$ cat src/hdl/gbn_pkg.sv
// Package for the Go-Back-N sender window: event, packet and status codes,
// configuration register indexes and the command/status structs.
// No dependencies.
`default_nettype none
package gbn_pkg;

	localparam int SEQ_BITS = 16;
	localparam int ST_W = SEQ_BITS + 1;
	localparam int DIFF_W = SEQ_BITS + 2;
	localparam int MAX_WINDOW_DEF = 16;

	localparam int CFG_W = 16;
	localparam int CFG_IDX_W = 2;
	localparam int IN_DATA_W = 24;
	localparam int OUT_DATA_W = 24;

	localparam logic [CFG_IDX_W-1:0] REG_SEGMENT_COUNT = 2'd0;
	localparam logic [CFG_IDX_W-1:0] REG_WINDOW_SIZE = 2'd1;
	localparam logic [CFG_IDX_W-1:0] REG_MAX_TRIES = 2'd2;

	localparam logic [15:0] SEGMENT_COUNT_RST = 16'd1;
	localparam logic [4:0] WINDOW_SIZE_RST = 5'd4;
	localparam logic [7:0] MAX_TRIES_RST = 8'd10;

	localparam logic [1:0] FUNC_START = 2'd0;
	localparam logic [1:0] FUNC_ACK = 2'd1;
	localparam logic [1:0] FUNC_TIMEOUT = 2'd2;

	localparam logic [1:0] KIND_DATA = 2'd0;
	localparam logic [1:0] KIND_TERM = 2'd1;
	localparam logic [1:0] KIND_NONE = 2'd2;

	localparam logic [1:0] STAT_SENDING = 2'd0;
	localparam logic [1:0] STAT_WAITING = 2'd1;
	localparam logic [1:0] STAT_DONE = 2'd2;
	localparam logic [1:0] STAT_GAVE_UP = 2'd3;

	typedef struct packed {
		logic load;       // apply the accepted event to the window state
		logic emit_pkt;   // send the next sequence number
		logic emit_wait;  // send the waiting status word
		logic emit_end;   // send the finished or gave-up status word
	} gbn_cmd_t;

	typedef struct packed {
		logic [1:0] func;
		logic active;
		logic term;
		logic retry_ge_max;
		logic can_send;
		logic out_free;
	} gbn_sts_t;

endpackage
`default_nettype wire

$ cat src/hdl/go_back_n_sender_window_core.sv
// Go-Back-N sender window, top level. An accepted event that applies emits up to
// MAX_WINDOW packet words, one per cycle while the output is not stalled, and then
// a status word; a terminal ack or a give-up emits the status word alone, and an
// event that does not apply emits nothing. The controller handles one event at a
// time; the output register lets the next event in while the status word waits.
// Reset is asynchronous and resets the configuration, window state and output valid.
`default_nettype none
module go_back_n_sender_window_core
	import gbn_pkg::*;
#(
	parameter int MAX_WINDOW = MAX_WINDOW_DEF
) (
	input  wire logic                  clk,
	input  wire logic                  arst_n,
	input  wire logic                  cfg_wen,
	input  wire logic [CFG_IDX_W-1:0]  cfg_index,
	input  wire logic [CFG_W-1:0]      cfg_data,
	input  wire logic                  s_tvalid,
	output logic                       s_tready,
	input  wire logic [IN_DATA_W-1:0]  s_tdata,   // ack_number[15:0], ack_is_terminal[16]
	input  wire logic [1:0]            s_tuser,   // func[1:0]
	output logic                       m_tvalid,
	input  wire logic                  m_tready,
	output logic [OUT_DATA_W-1:0]      m_tdata,   // seq_number[15:0], packet_kind[17:16], status[19:18]
	output logic                       m_tlast    // last
);

	gbn_cmd_t cmd;
	gbn_sts_t sts;

	gbn_ctrl u_ctrl (
		.clk      (clk),
		.arst_n   (arst_n),
		.s_tvalid (s_tvalid),
		.s_tready (s_tready),
		.sts      (sts),
		.cmd      (cmd)
	);

	gbn_dpath #(
		.MAX_WINDOW (MAX_WINDOW)
	) u_dpath (
		.clk       (clk),
		.arst_n    (arst_n),
		.cfg_wen   (cfg_wen),
		.cfg_index (cfg_index),
		.cfg_data  (cfg_data),
		.s_tdata   (s_tdata),
		.s_tuser   (s_tuser),
		.cmd       (cmd),
		.sts       (sts),
		.m_tvalid  (m_tvalid),
		.m_tready  (m_tready),
		.m_tdata   (m_tdata),
		.m_tlast   (m_tlast)
	);

endmodule
`default_nettype wire

$ cat src/hdl/gbn_ctrl.sv
// Controller of the Go-Back-N sender window: takes events and sequences
// the packet and status words. Depends on gbn_pkg.
`default_nettype none
module gbn_ctrl
	import gbn_pkg::*;
(
	input  wire logic     clk,
	input  wire logic     arst_n,
	input  wire logic     s_tvalid,
	output logic          s_tready,
	input  wire gbn_sts_t sts,
	output gbn_cmd_t      cmd
);

	localparam logic [1:0] ST_IDLE = 2'd0;
	localparam logic [1:0] ST_FILL = 2'd1;
	localparam logic [1:0] ST_FINISH = 2'd2;

	logic [1:0] state_q;
	logic [1:0] state_d;

	assign s_tready = (state_q == ST_IDLE);

	always_comb begin
		state_d = state_q;
		cmd = '0;
		case (state_q)
			ST_IDLE: begin
				if (s_tvalid) begin
					cmd.load = 1'b1;
					if (sts.func == FUNC_START) begin
						state_d = ST_FILL;
					end else if (sts.func == FUNC_ACK && sts.active) begin
						state_d = sts.term ? ST_FINISH : ST_FILL;
					end else if (sts.func == FUNC_TIMEOUT && sts.active) begin
						state_d = sts.retry_ge_max ? ST_FINISH : ST_FILL;
					end
				end
			end
			ST_FILL: begin
				if (sts.out_free) begin
					if (sts.can_send) begin
						cmd.emit_pkt = 1'b1;
					end else begin
						cmd.emit_wait = 1'b1;
						state_d = ST_IDLE;
					end
				end
			end
			ST_FINISH: begin
				if (sts.out_free) begin
					cmd.emit_end = 1'b1;
					state_d = ST_IDLE;
				end
			end
			default: begin
				state_d = ST_IDLE;
			end
		endcase
	end

	always_ff @(posedge clk or negedge arst_n) begin
		if (!arst_n) begin
			state_q <= ST_IDLE;
		end else begin
			state_q <= state_d;
		end
	end

endmodule
`default_nettype wire

$ cat src/hdl/gbn_dpath.sv
// Datapath of the Go-Back-N sender window: configuration registers, window
// state, window check and the output word register. Depends on gbn_pkg.
`default_nettype none
module gbn_dpath
	import gbn_pkg::*;
#(
	parameter int MAX_WINDOW = MAX_WINDOW_DEF
) (
	input  wire logic                  clk,
	input  wire logic                  arst_n,
	input  wire logic                  cfg_wen,
	input  wire logic [CFG_IDX_W-1:0]  cfg_index,
	input  wire logic [CFG_W-1:0]      cfg_data,
	input  wire logic [IN_DATA_W-1:0]  s_tdata,
	input  wire logic [1:0]            s_tuser,
	input  wire gbn_cmd_t              cmd,
	output gbn_sts_t                   sts,
	output logic                       m_tvalid,
	input  wire logic                  m_tready,
	output logic [OUT_DATA_W-1:0]      m_tdata,
	output logic                       m_tlast
);

	localparam int WIN_W = $clog2(MAX_WINDOW + 1);
	localparam int CW = (WIN_W > 5) ? WIN_W : 5;

	logic [15:0] seg_count_q;
	logic [4:0] win_size_q;
	logic [7:0] max_tries_q;

	logic [ST_W-1:0] base_q;
	logic [ST_W-1:0] next_q;
	logic [7:0] retry_q;
	logic active_q;
	logic [WIN_W-1:0] sent_q;
	logic [1:0] end_code_q;

	logic m_tvalid_q;
	logic [15:0] seq_q;
	logic [1:0] kind_q;
	logic [1:0] stat_q;
	logic last_q;

	logic [15:0] ack_num;
	logic ack_term;
	logic [CW-1:0] ws_ext;
	logic [WIN_W-1:0] win;
	logic signed [DIFF_W-1:0] diff;
	logic ack_above;

	assign ack_num = s_tdata[15:0];
	assign ack_term = s_tdata[16];

	// Window size zero counts as one; sizes above the maximum saturate.
	always_comb begin
		ws_ext = CW'(win_size_q);
		if (ws_ext == '0) begin
			win = WIN_W'(1);
		end else if (ws_ext > CW'(MAX_WINDOW)) begin
			win = WIN_W'(MAX_WINDOW);
		end else begin
			win = WIN_W'(ws_ext);
		end
	end

	// The base is signed (it starts at minus one); next_seq is not.
	assign diff = $signed({1'b0, next_q}) - $signed({base_q[ST_W-1], base_q});
	assign ack_above = $signed({2'b00, ack_num}) > $signed({base_q[ST_W-1], base_q});

	assign sts.func = s_tuser;
	assign sts.active = active_q;
	assign sts.term = ack_term;
	assign sts.retry_ge_max = (retry_q >= max_tries_q);
	assign sts.can_send = (sent_q < win) && (next_q <= {1'b0, seg_count_q})
		&& !(diff > $signed(DIFF_W'(win)));
	assign sts.out_free = !m_tvalid_q || m_tready;

	always_ff @(posedge clk or negedge arst_n) begin
		if (!arst_n) begin
			seg_count_q <= SEGMENT_COUNT_RST;
			win_size_q <= WINDOW_SIZE_RST;
			max_tries_q <= MAX_TRIES_RST;
		end else if (cfg_wen) begin
			case (cfg_index)
				REG_SEGMENT_COUNT: seg_count_q <= cfg_data;
				REG_WINDOW_SIZE: win_size_q <= cfg_data[4:0];
				REG_MAX_TRIES: max_tries_q <= cfg_data[7:0];
				default: ;
			endcase
		end
	end

	always_ff @(posedge clk or negedge arst_n) begin
		if (!arst_n) begin
			base_q <= '1;
			next_q <= '0;
			retry_q <= '0;
			active_q <= 1'b0;
			sent_q <= '0;
		end else if (cmd.load) begin
			sent_q <= '0;
			if (s_tuser == FUNC_START) begin
				base_q <= '1;
				next_q <= '0;
				retry_q <= '0;
				active_q <= 1'b1;
			end else if (s_tuser == FUNC_ACK && active_q) begin
				retry_q <= '0;
				if (ack_term) begin
					active_q <= 1'b0;
				end else if (ack_above) begin
					base_q <= {1'b0, ack_num};
				end
			end else if (s_tuser == FUNC_TIMEOUT && active_q) begin
				next_q <= base_q + ST_W'(1);
				if (retry_q >= max_tries_q) begin
					active_q <= 1'b0;
				end else begin
					retry_q <= retry_q + 8'd1;
				end
			end
		end else if (cmd.emit_pkt) begin
			next_q <= next_q + ST_W'(1);
			sent_q <= sent_q + WIN_W'(1);
		end
	end

	always_ff @(posedge clk) begin
		if (cmd.load) begin
			end_code_q <= (s_tuser == FUNC_ACK) ? STAT_DONE : STAT_GAVE_UP;
		end
	end

	always_ff @(posedge clk or negedge arst_n) begin
		if (!arst_n) begin
			m_tvalid_q <= 1'b0;
		end else if (cmd.emit_pkt || cmd.emit_wait || cmd.emit_end) begin
			m_tvalid_q <= 1'b1;
		end else if (m_tready) begin
			m_tvalid_q <= 1'b0;
		end
	end

	always_ff @(posedge clk) begin
		if (cmd.emit_pkt) begin
			seq_q <= next_q[15:0];
			kind_q <= (next_q == {1'b0, seg_count_q}) ? KIND_TERM : KIND_DATA;
			stat_q <= STAT_SENDING;
			last_q <= 1'b0;
		end else if (cmd.emit_wait || cmd.emit_end) begin
			seq_q <= '0;
			kind_q <= KIND_NONE;
			stat_q <= cmd.emit_wait ? STAT_WAITING : end_code_q;
			last_q <= 1'b1;
		end
	end

	assign m_tvalid = m_tvalid_q;
	assign m_tdata = {4'd0, stat_q, kind_q, seq_q};
	assign m_tlast = last_q;

endmodule
`default_nettype wire

$ cat config.mk
export PLATFORM = sky130hd
export DESIGN_NAME = go_back_n_sender_window_core
export DESIGN_NICKNAME = d
export VERILOG_FILES = /design/src/hdl/gbn_pkg.sv /design/src/hdl/go_back_n_sender_window_core.sv /design/src/hdl/gbn_ctrl.sv /design/src/hdl/gbn_dpath.sv
export SDC_FILE = /design/constraint.sdc
export NUM_CORES = 1
export LEC_CHECK = 0
export ABC_AREA = 1
export BUFFER_PORTS_ARGS = -buffer_cell sky130_fd_sc_hd__buf_2
export CAP_MARGIN = 20
export CORE_AREA = 2 2 202 154
export DETAILED_ROUTE_END_ITERATION = 16
export DIE_AREA = 0 0 204 156
export HOLD_SLACK_MARGIN = 0.1
export PLACE_DENSITY = 0.4
export RECOVER_POWER = 100
export SLEW_MARGIN = 0
export SYNTH_ARGS = -nofsm -noshare
export SYNTH_HDL_FRONTEND = slang
export SYNTH_SLANG_ARGS = --single-unit
$ cat constraint.sdc
create_clock -name clk -period 3.5 [get_ports clk]
set_clock_uncertainty 0.2 [all_clocks]
set_input_delay 0.7 -clock clk [delete_from_list [all_inputs] [get_ports clk]]
set_output_delay 0.7 -clock clk [all_outputs]
set_load 0.01 [all_outputs]
After elaboration in Yosys (flattened, before gate mapping)
Index checks and enable logic that the tools add are counted.
{"block": "totals", "regBits": 103, "inputBits": 49, "out_inout_bits": 27, "word_cells": 121}
{"block": "classes", "addsub": 5, "n_lt_le_gt_ge": 6, "n_eq_ne": 17, "mux": 49, "reduce_logical": 29}
{"cell": "2-to-1 mux 17 bit", "count": 9}
{"cell": "adder 17 x 1 -> 17 bit, second input constant", "count": 2}
{"cell": "2-to-1 mux 16 bit", "count": 2}
{"cell": "2-to-1 mux 8 bit", "count": 4}
{"cell": "2-to-1 mux 2 bit", "count": 14}
{"cell": "2-to-1 mux 5 bit", "count": 4}
{"cell": "> comparator 18 x 6 -> 1 bit", "count": 1}
{"cell": "subtractor 18 x 17 -> 18 bit", "count": 1}
{"cell": "equality test 17 x 16 -> 1 bit", "count": 1}
{"cell": "> comparator 17 bit", "count": 1}
{"cell": "less-or-equal comparator 17 x 16 -> 1 bit", "count": 1}
{"cell": "2-to-1 mux 1 bit", "count": 15}
{"cell": "nonzero test 2 bit", "count": 5}
{"cell": "adder 8 x 1 -> 8 bit, second input constant", "count": 1}
{"cell": ">= comparator 8 bit", "count": 1}
{"cell": "inequality test 2 bit, second input constant", "count": 4}
{"cell": "AND reduction 4 bit", "count": 2}
{"cell": "equality test 2 x 1 -> 1 bit, second input constant", "count": 3}
{"cell": "equality test 2 bit, second input constant", "count": 3}
{"cell": "logical NOT 2 bit", "count": 3}
{"cell": "inequality test 3 x 2 -> 1 bit, second input constant", "count": 2}
{"cell": "one-hot mux 2 bit (3 select lines)", "count": 1}
{"cell": "AND reduction 2 bit", "count": 3}
{"cell": "AND reduction 3 bit", "count": 2}
{"cell": "other kinds (13)", "count": 21}

Logic depth before layout (Yosys ltp)
Gate-level depths: netlist of the first run.
{"block": "depth", "ltp_word": 12, "ltp_mapped": 23, "depth_no_buf": 22}

Modules after synthesis
Synthesis of the first run repeated with hierarchy kept, for this count alone.
{"block": "hier_totals", "cells_unflattened": 1016, "area_unflattened_um2": 7407.1}
{"mod": "gbn_dpath", "instances": 1, "cells_per_inst": 983, "area_per_inst_um2": 7224.4, "seq_area_each_um2": 2608.8}
{"mod": "gbn_ctrl", "instances": 1, "cells_per_inst": 33, "area_per_inst_um2": 182.7, "seq_area_each_um2": 50.0}

Worst setup path after synthesis of the first run
OpenSTA, ideal clock, no wires.
{"block": "synth_path", "kind": "reg2reg", "from": "register u_dpath.next_q[0]", "to": "register u_dpath.next_q[8]", "t_arrival_ns": 2.858, "required_time_ns": 3.183, "slack_ns": 0.325, "path_stages_with_launch": 24, "path_buffers": 1, "period_less_slack_ns": 3.175, "path_cell_list": "dfrtp_1 inv_1 ha_1 fa_1 inv_1 nand3_1 nand3_1 xor2_1 ha_1 nand3_1 inv_1 o211ai_1 nor2_1 nor2_1 nand3_1 nor2_1 nand2_1 nand2_2 nand4_4 nand2_4 nand2_4 buf_6 nand2_1 nand2_1"}
{"block": "synth_via", "elab_chain_cells": 9, "word_cells_on_any_way": 14}
{"element": "start: declaration", "line": "gbn_dpath.sv:32", "text": "logic [ST_W-1:0] next_q;"}
{"element": "start signal: assignment", "line": "gbn_dpath.sv:115", "text": "next_q <= base_q + ST_W'(1);"}
{"element": "start signal: assignment", "line": "gbn_dpath.sv:123", "text": "next_q <= next_q + ST_W'(1);"}
{"element": "subtractor 18 x 17 -> 18 bit", "line": "gbn_dpath.sv:67", "text": "assign diff = $signed({1'b0, next_q}) - $signed({base_q[ST_W-1], base_q});"}
{"element": "> comparator 18 x 6 -> 1 bit", "line": "gbn_dpath.sv:75", "text": "&& !(diff > $signed(DIFF_W'(win)));"}
{"element": "logical NOT 1 bit", "line": "gbn_dpath.sv:75"}
{"element": "logical AND 1 bit", "line": "gbn_dpath.sv:75"}
{"element": "2-to-1 mux 1 bit", "line": "gbn_ctrl.sv:42", "text": "if (sts.can_send) begin"}
{"element": "2-to-1 mux 2 bit", "line": "gbn_ctrl.sv:41", "text": "if (sts.out_free) begin"}
{"element": "2-to-1 mux 2 bit", "line": "gbn_ctrl.sv:27", "text": "case (state_q)"}
{"element": "nonzero test 2 bit (no source line)"}
{"element": "AND reduction 3 bit (no source line)"}
Several ways; a longest one is shown, not always the timed one. The select of a mux whose other input is x is not followed.
A chain may end at the register's enable or synchronous reset.

Final worst setup path of the first run
{"block": "layout_path", "from": "register u_dpath.base_q[2]", "to": "register u_dpath.next_q[12]"}
{"block": "layout_via", "elab_chain_cells": 9, "word_cells_on_any_way": 14}
{"element": "start: declaration", "line": "gbn_dpath.sv:31", "text": "logic [ST_W-1:0] base_q;"}
{"element": "start signal: assignment", "line": "gbn_dpath.sv:112", "text": "base_q <= {1'b0, ack_num};"}
{"element": "subtractor 18 x 17 -> 18 bit", "line": "gbn_dpath.sv:67"}
{"element": "> comparator 18 x 6 -> 1 bit", "line": "gbn_dpath.sv:75"}
{"element": "logical NOT 1 bit", "line": "gbn_dpath.sv:75"}
{"element": "logical AND 1 bit", "line": "gbn_dpath.sv:75"}
{"element": "2-to-1 mux 1 bit", "line": "gbn_ctrl.sv:42"}
{"element": "2-to-1 mux 2 bit", "line": "gbn_ctrl.sv:41"}
{"element": "2-to-1 mux 2 bit", "line": "gbn_ctrl.sv:27"}
{"element": "nonzero test 2 bit (no source line)"}
{"element": "AND reduction 3 bit (no source line)"}
Several ways; a longest one is shown, not always the timed one. The select of a mux whose other input is x is not followed.

==> results of run 1 <==
-- synth_stat cells (3+ instances only) --
master and number:
inv_1 153, a22o_1 3, nand2_1 259, clkbuf_1 10, buf_4 6, o21ai_0 62
a21oi_1 43, buf_2 3, o31ai_1 4, edfxtp_1 19, ha_1 70, o211ai_1 3
o22ai_1 6, nor2_1 117, nand3b_1 6, nand3_1 67, dfstp_2 21, nand4_1 22
nand2_2 3, dfxtp_1 3, dfrtp_1 59, nor3_1 14, a32o_1 4, a211oi_1 3
a31oi_1 3, o21a_1 4, xor2_1 12
-- area by class of cell --
class	count	area (um^2)	share of cell area [%]
Multi-Input combinational cell	739	4198	45.99
Sequential cell	102	2659	29.13
Timing Repair Buffer	137	894.6	9.801
Inverter	156	585.6	6.415
Tap cell	399	499.2	5.470
Clock buffer	9	225.2	2.467
Clock inverter	7	66.31	0.7265
-- sequential cells by signal, indices dropped and copies added, names as in the netlist, 2 cells and up --
signal / flops
u_dpath.sent_q: 5
u_dpath.stat_q: 2
u_dpath.max_tries_q: 8
u_dpath.kind_q: 2
u_dpath.seg_count_q: 16
u_dpath.next_q: 17
u_dpath.base_q: 17
u_dpath.win_size_q: 5
u_dpath.seq_q: 16
u_dpath.retry_q: 8
u_ctrl.state_q: 2
-- power by group --
group	switching, mW	internal (mW)
clock network	0.552	0.502
registers	0.308	1.68
logic	3.22	2.13
-- kinds of logic after synthesis --
| family | after synthesis | share of synthesized area (%) |
|---|---|---|
| flops | 102 | 36.13 |
| xor+xnor | 14 | 1.666 |
| simple gates | 504 | 29.23 |
| mux | 1 | 0.1360 |
| fa+ha+maj | 71 | 12.17 |
| buf+inv | 178 | 9.539 |
| compound gates | 143 | 11.07 |
| other cells | 1 | 0.05096 |
-- worst paths after layout --
kind / from / to / slack (ns)
min in group asynchronous: arst_n / u_dpath.retry_q[5] / 1.03
worst max-delay path: u_dpath.base_q[2] / u_dpath.next_q[12] / 0.05
worst min register to register: u_dpath.active_q / u_dpath.active_q / 0.27
max in group asynchronous: arst_n / u_dpath.base_q[12] / 0.27
worst max register to register: u_dpath.base_q[2] / u_dpath.next_q[12] / 0.05
worst min-delay path: u_dpath.active_q / u_dpath.active_q / 0.27
-- what timing repair did --
| item | 4_1_cts | 5_1_grt |
|---|---|---|
| endpoints found under the setup margin | 43 | 44 |
| gates cloned | 3 | 0 |
| endpoints found under the hold margin | 0 | 20 |
| pin swaps | 20 | 22 |
| gates resized for setup | 20 | 29 |
| hold buffers | 0 | 1 |
| buffers inserted | 11 | 2 |
-- through the flow --
step	hold WS (ns)	instances	worst slack (ns)	utilization (%)	TNS, ns
2_1_floorplan	0.2044	1017	0.3248	-	0
3_3_place_gp	0.2564	1515	-0.07296	28.53	-1.200
3_5_place_dp	0.2576	1515	-0.1226	28.53	-2.972
4_1_cts	0.2781	1545	0.004418	30.39	0
5_1_grt	0.3041	1549	-0.1877	30.56	-5.572
6_report	0.2745	1549	0.04947	30.56	0
-- metal layers --
| metal | GRT usage, % | share of wire [%] | vias up |
|---|---|---|---|
| li1 | - | - | 3573 |
| met1 | 21.84 | 53 | 3128 |
| met5 | 0 | 0 | - |
| met2 | 23.37 | 43 | 89 |
| met4 | 2.795 | 0.92 | 0 |
| met3 | 2.548 | 2.7 | 14 |
-- worst reg2reg max path: cells and delay by family, from the launching register on --
family / cells / cell delay, ns
AND/OR/NAND/NOR: 14 / 1.42
adder cells (fa/ha/maj): 2 / 0.55
buffers and inverters: 4 / 0.35
AO/OA/AOI/OAI: 1 / 0.12
XOR/XNOR: 1 / 0.16
flip-flops: 1 / 0.54
==> results.ini, run 1 <==
[global_routing]
antenna_found_initial=0
grt_use_total_pct=15.02
grt_pass1_wl_um=36540
overflow=0
grt_max_degree=72
grt_pass1_vias=6510

[worst_setup_path]
start_kind=flop
crit_fanout=6
endpoint_kind=flop
crit_cells=22
cp.arrival_ns=3.50
criticalPathCategory=reg2reg
crit_required_ns=3.55
path_cells=inv_2, ha_4, buf_4, nand3_2, nand3_2, xor2_2, ha_1, nand3_2, inv_2, o211ai_1, nor2_1, nor2_1, nand3_1, nor2_1, nand2_1, nand2_4, nand4_4, nand2_8, buf_12, nand2_8, nand2_4, nand2_2
cp_top_family=simple AND/OR/NAND/NOR gates
slowest_delay_ns=0.54
critical-path-slowest-cell=dfstp_2
cp_num_buf_inv=4
ff2ff_path_depth=22

[outcome]
status=complete, but fails checks
violations=max-capacitance violations, max-slew violations

[logic_synthesis]
syn_inst=1014
syn_area_um2=7358
yosysTopAreaCell=dfrtp_1
synthTopCellsByArea=dfrtp_1 20%, nand2_1 13%, ha_1 12%
synth-seq-area-share_pct=36.13
yosysWarningCount=0
synth_edf_count=19
avgSynthCellArea_um2=7.257
synth-seq-cells=102
ys_types=50
synthArstFlopShare_pct=78.43
synth_top_area_share_pct=20.06
synth_flop_cell=dfrtp_1

[cts]
insertion_delay_ns=0.37
cts-buffers-inserted=9
cts_root_buf=clkbuf_16
cts_tree=done
clkSlewWorstSetupHoldPaths_ns=0.08
htreeDepth=3
cts.sinks=102
cts.path.max_buffers=2

[power]
ir_drop_mv=0.3246
p_leak_nw=4.576
pwr_density_cell_nw_per_um2=918.9
finalPower_mw=8.387

[timing]
slew_violations=26
fin_crit_sh_pct=98.59
tightest_slew_ns=1.536
relSlewSlack_pct=-2.378
fin_crit_ns=3.451
finalSetupViolCount=0
hold_viol_final=0
max_freq_mhz=289.8
grt_setup_unrepaired=yes

[cells_and_area]
area_delta_synth_final_pct=24.04
final_nets=1265
final_cell_mix=237 x nand2_1, 149 x inv_1, 117 x nor2_1
final_common_cell=nand2_1
drive_gt1_share_pct=16.70
antenna_cells=0
finalInstanceArea_um2=9128
num-fill-cells=3352

[floorplan]
die_x_um=204
die_h_um=156
rows=55
dieArea_um2=31820
io_pins=76
start_util_pct=24.64
coreArea_um2=29870

[route]
wl_per_cell_um=15.00
vias=6804
viasPerCell=4.393
drt_iter0_drc=318
drt_wl_total_um=23230
drtAntennaViolNets=0
drc_errors=0
drtPass1Iterations=4

[min_path]
whs_path_depth=2
hold_class=reg2reg

[placed_design]
place_area_um2=8522
port_buffers=64
dpl.hpwl_um=18150
globalplace.congestion=0.8407

[job]
cap_violations=1

(Power assumes the default switching activity.)
==> inputs of run 2 (changes only) <==
Settings changed: CORE_AREA 2 2 202 154 to 2 2 131 101, DIE_AREA 0 0 204 156 to 0 0 133 103, PLACE_DENSITY 0.4 to 0.8.
==> run 2 against run 1 <==
The run ends with max-capacitance violations, max-slew violations, negative setup slack left. Cell count shrank 17%. Sequential power rose by 5%. Via count grew 5.1%. Critical path type unchanged. Critical endpoint is now u_dpath.next_q[3]. Highest routed layer unchanged.
==> results.ini, run 2 (synthesis results as in run 1) <==
[power]
power.share.sequential_pct=24.7
ir_drop_mv=0.4882
finalPower_mw=8.368
power_switching_mw=4.113
p_comb_share_pct=62.7
p_leak_nw=4.409
intPower_mw=4.255
pwr_density_cell_nw_per_um2=966.7
clock_power_share_pct=12.5
p_sw_share_pct=49.16

[route]
vias=7150
drtAntennaViolNets=0
wl_per_cell_um=15.99
drc_errors=0
drt_iter0_drc=817
viasPerCell=5.586
drt_wl_total_um=20470
drtPass1Iterations=6

[timing]
relSlewSlack_pct=-53.21
max_freq_mhz=271.0
tightest_slew_ns=2.298
hold_viol_final=0
fin_crit_ns=3.690
fin_crit_sh_pct=105.4
slew_violations=61
grt_setup_unrepaired=yes
finalSetupViolCount=43
setup_slack_ns=-0.1902

[cells_and_area]
final_util_pct=68.88
reg_top3=u_dpath.base_q (17), u_dpath.next_q (17)
final_common_cell=nand2_1
antenna_cells=0
area_delta_synth_final_pct=17.63
fin_cells=1280
drive_gt1_share_pct=15.51
final_nets=1224
final_cell_mix=236 x nand2_1, 148 x inv_1, 107 x nor2_1

[cts]
cts_root_buf=clkbuf_16
htreeDepth=3
cts-buffers-inserted=9
cts.path.max_buffers=2
insertion_delay_ns=0.35
clkSlewWorstSetupHoldPaths_ns=0.07
cts_tree=done
postCtsHoldBufs=0
cts.sinks=102

[global_routing]
grt_max_degree=81
antenna_found_initial=0
overflow=0
grt_pass1_vias=6363
grt_pass1_wl_um=31810
grt_use_total_pct=29.54

[floorplan]
start_util_pct=58.55
io_pins=76
die_x_um=133
dieArea_um2=13700
die_h_um=103
coreArea_um2=12570
rows=36

[job]
cap_violations=2

[worst_setup_path]
start_kind=flop
crit_required_ns=3.54
crit_fanout=8
cp.arrival_ns=3.73
criticalPathCategory=reg2reg
ff2ff_path_depth=21
endpoint_kind=flop

[placed_design]
globalplace.congestion=0.9402
placedCellCount=1251
dpl.hpwl_um=14290
post-place-ws_ns=-0.04039
port_buffers=64

[outcome]
status=complete, but fails checks
violations=max-capacitance violations, max-slew violations, negative setup slack

[min_path]
whs_path_depth=2
hold_class=reg2reg

[run 2: cell types whose count changed in the layout (fill, tap and decap cells not counted), sizes merged]
cell,delta
clkbuf,-5
clkinv,-1
dlygate4sd3,-1
bufinv,+1
buf,-35
[run 2: critical path, cell delays in order (launching register included)]
cell and delay [ns]:
dfstp_2 0.55, inv_1 0.06, ha_1 0.32, nand3_2 0.10
nand2_2 0.11, xor2_2 0.22, ha_1 0.33, nand3_4 0.11
inv_2 0.04, o211ai_1 0.16, nor2_1 0.12, nor2_1 0.20
nand3_1 0.10, nor2_1 0.10, nand2_1 0.09, nand2_4 0.10
nand4_4 0.10, nand2_4 0.15, buf_12 0.16, nand2_8 0.09
nand2_2 0.13, nand2_2 0.05
[run 2: power by group through the flow]
stage / combinational, mW / sequential (mW) / clock, mW
after global routing: 5.78 / 2.11 / 1.10
after CTS: 4.57 / 2.03 / 1.06
after floorplan: 3.01 / 2.02 / 0
after detailed placement: 4.25 / 2.05 / 0
after global placement: 4.14 / 2.05 / 0
final: 5.25 / 2.07 / 1.05
[run 2: metrics by stage]
step           setup TNS, ns  hold slack, ns  cell area (um^2)
2_1_floorplan              0          0.2044              7370
3_3_place_gp               0          0.2548              7976
3_5_place_dp         -0.2192          0.2648              7976
4_1_cts                    0          0.2893              8443
5_1_grt               -8.967          0.3005              8656
6_report              -4.039          0.2823              8656
[run 2: worst paths after layout]
check,startpoint,to,slack [ns]
setup / recovery,u_dpath.base_q[1],u_dpath.next_q[3],-0.19
hold / removal,u_dpath.stat_q[1],u_dpath.stat_q[1],0.28
setup reg to reg,u_dpath.base_q[1],u_dpath.next_q[3],-0.19
hold reg to reg,u_dpath.stat_q[1],u_dpath.stat_q[1],0.28
max in group asynchronous,arst_n,u_dpath.base_q[0],0.55
min in group asynchronous,arst_n,u_dpath.seg_count_q[11],0.82
[run 2: what timing repair did]
item,CTS,global route
gates cloned,2,1
resized for setup,11,62
hold endpoints to repair,0,0
setup endpoints to repair,43,44
buffers inserted,6,4
pin swaps,7,25
[run 2: area by class of cell]
type | instances | area, um^2
clock buffer | 9 | 225.2
clock inverter | 7 | 77.57
fill | 1038 | 3911
inverter | 156 | 588.1
multi-input combinational | 739 | 4284
sequential | 102 | 2659
tap | 171 | 214.0
timing repair buffer | 96 | 608.1
[run 2: layer usage]
layer | share of wire, % | GRT usage (%) | wire, um
met3 | 9.3 | 4.916 | 1896
met1 | 45 | 42.32 | 9117
met2 | 44 | 47.67 | 9075
met4 | 1.9 | 6.617 | 381
met5 | 0 | 0 | 0
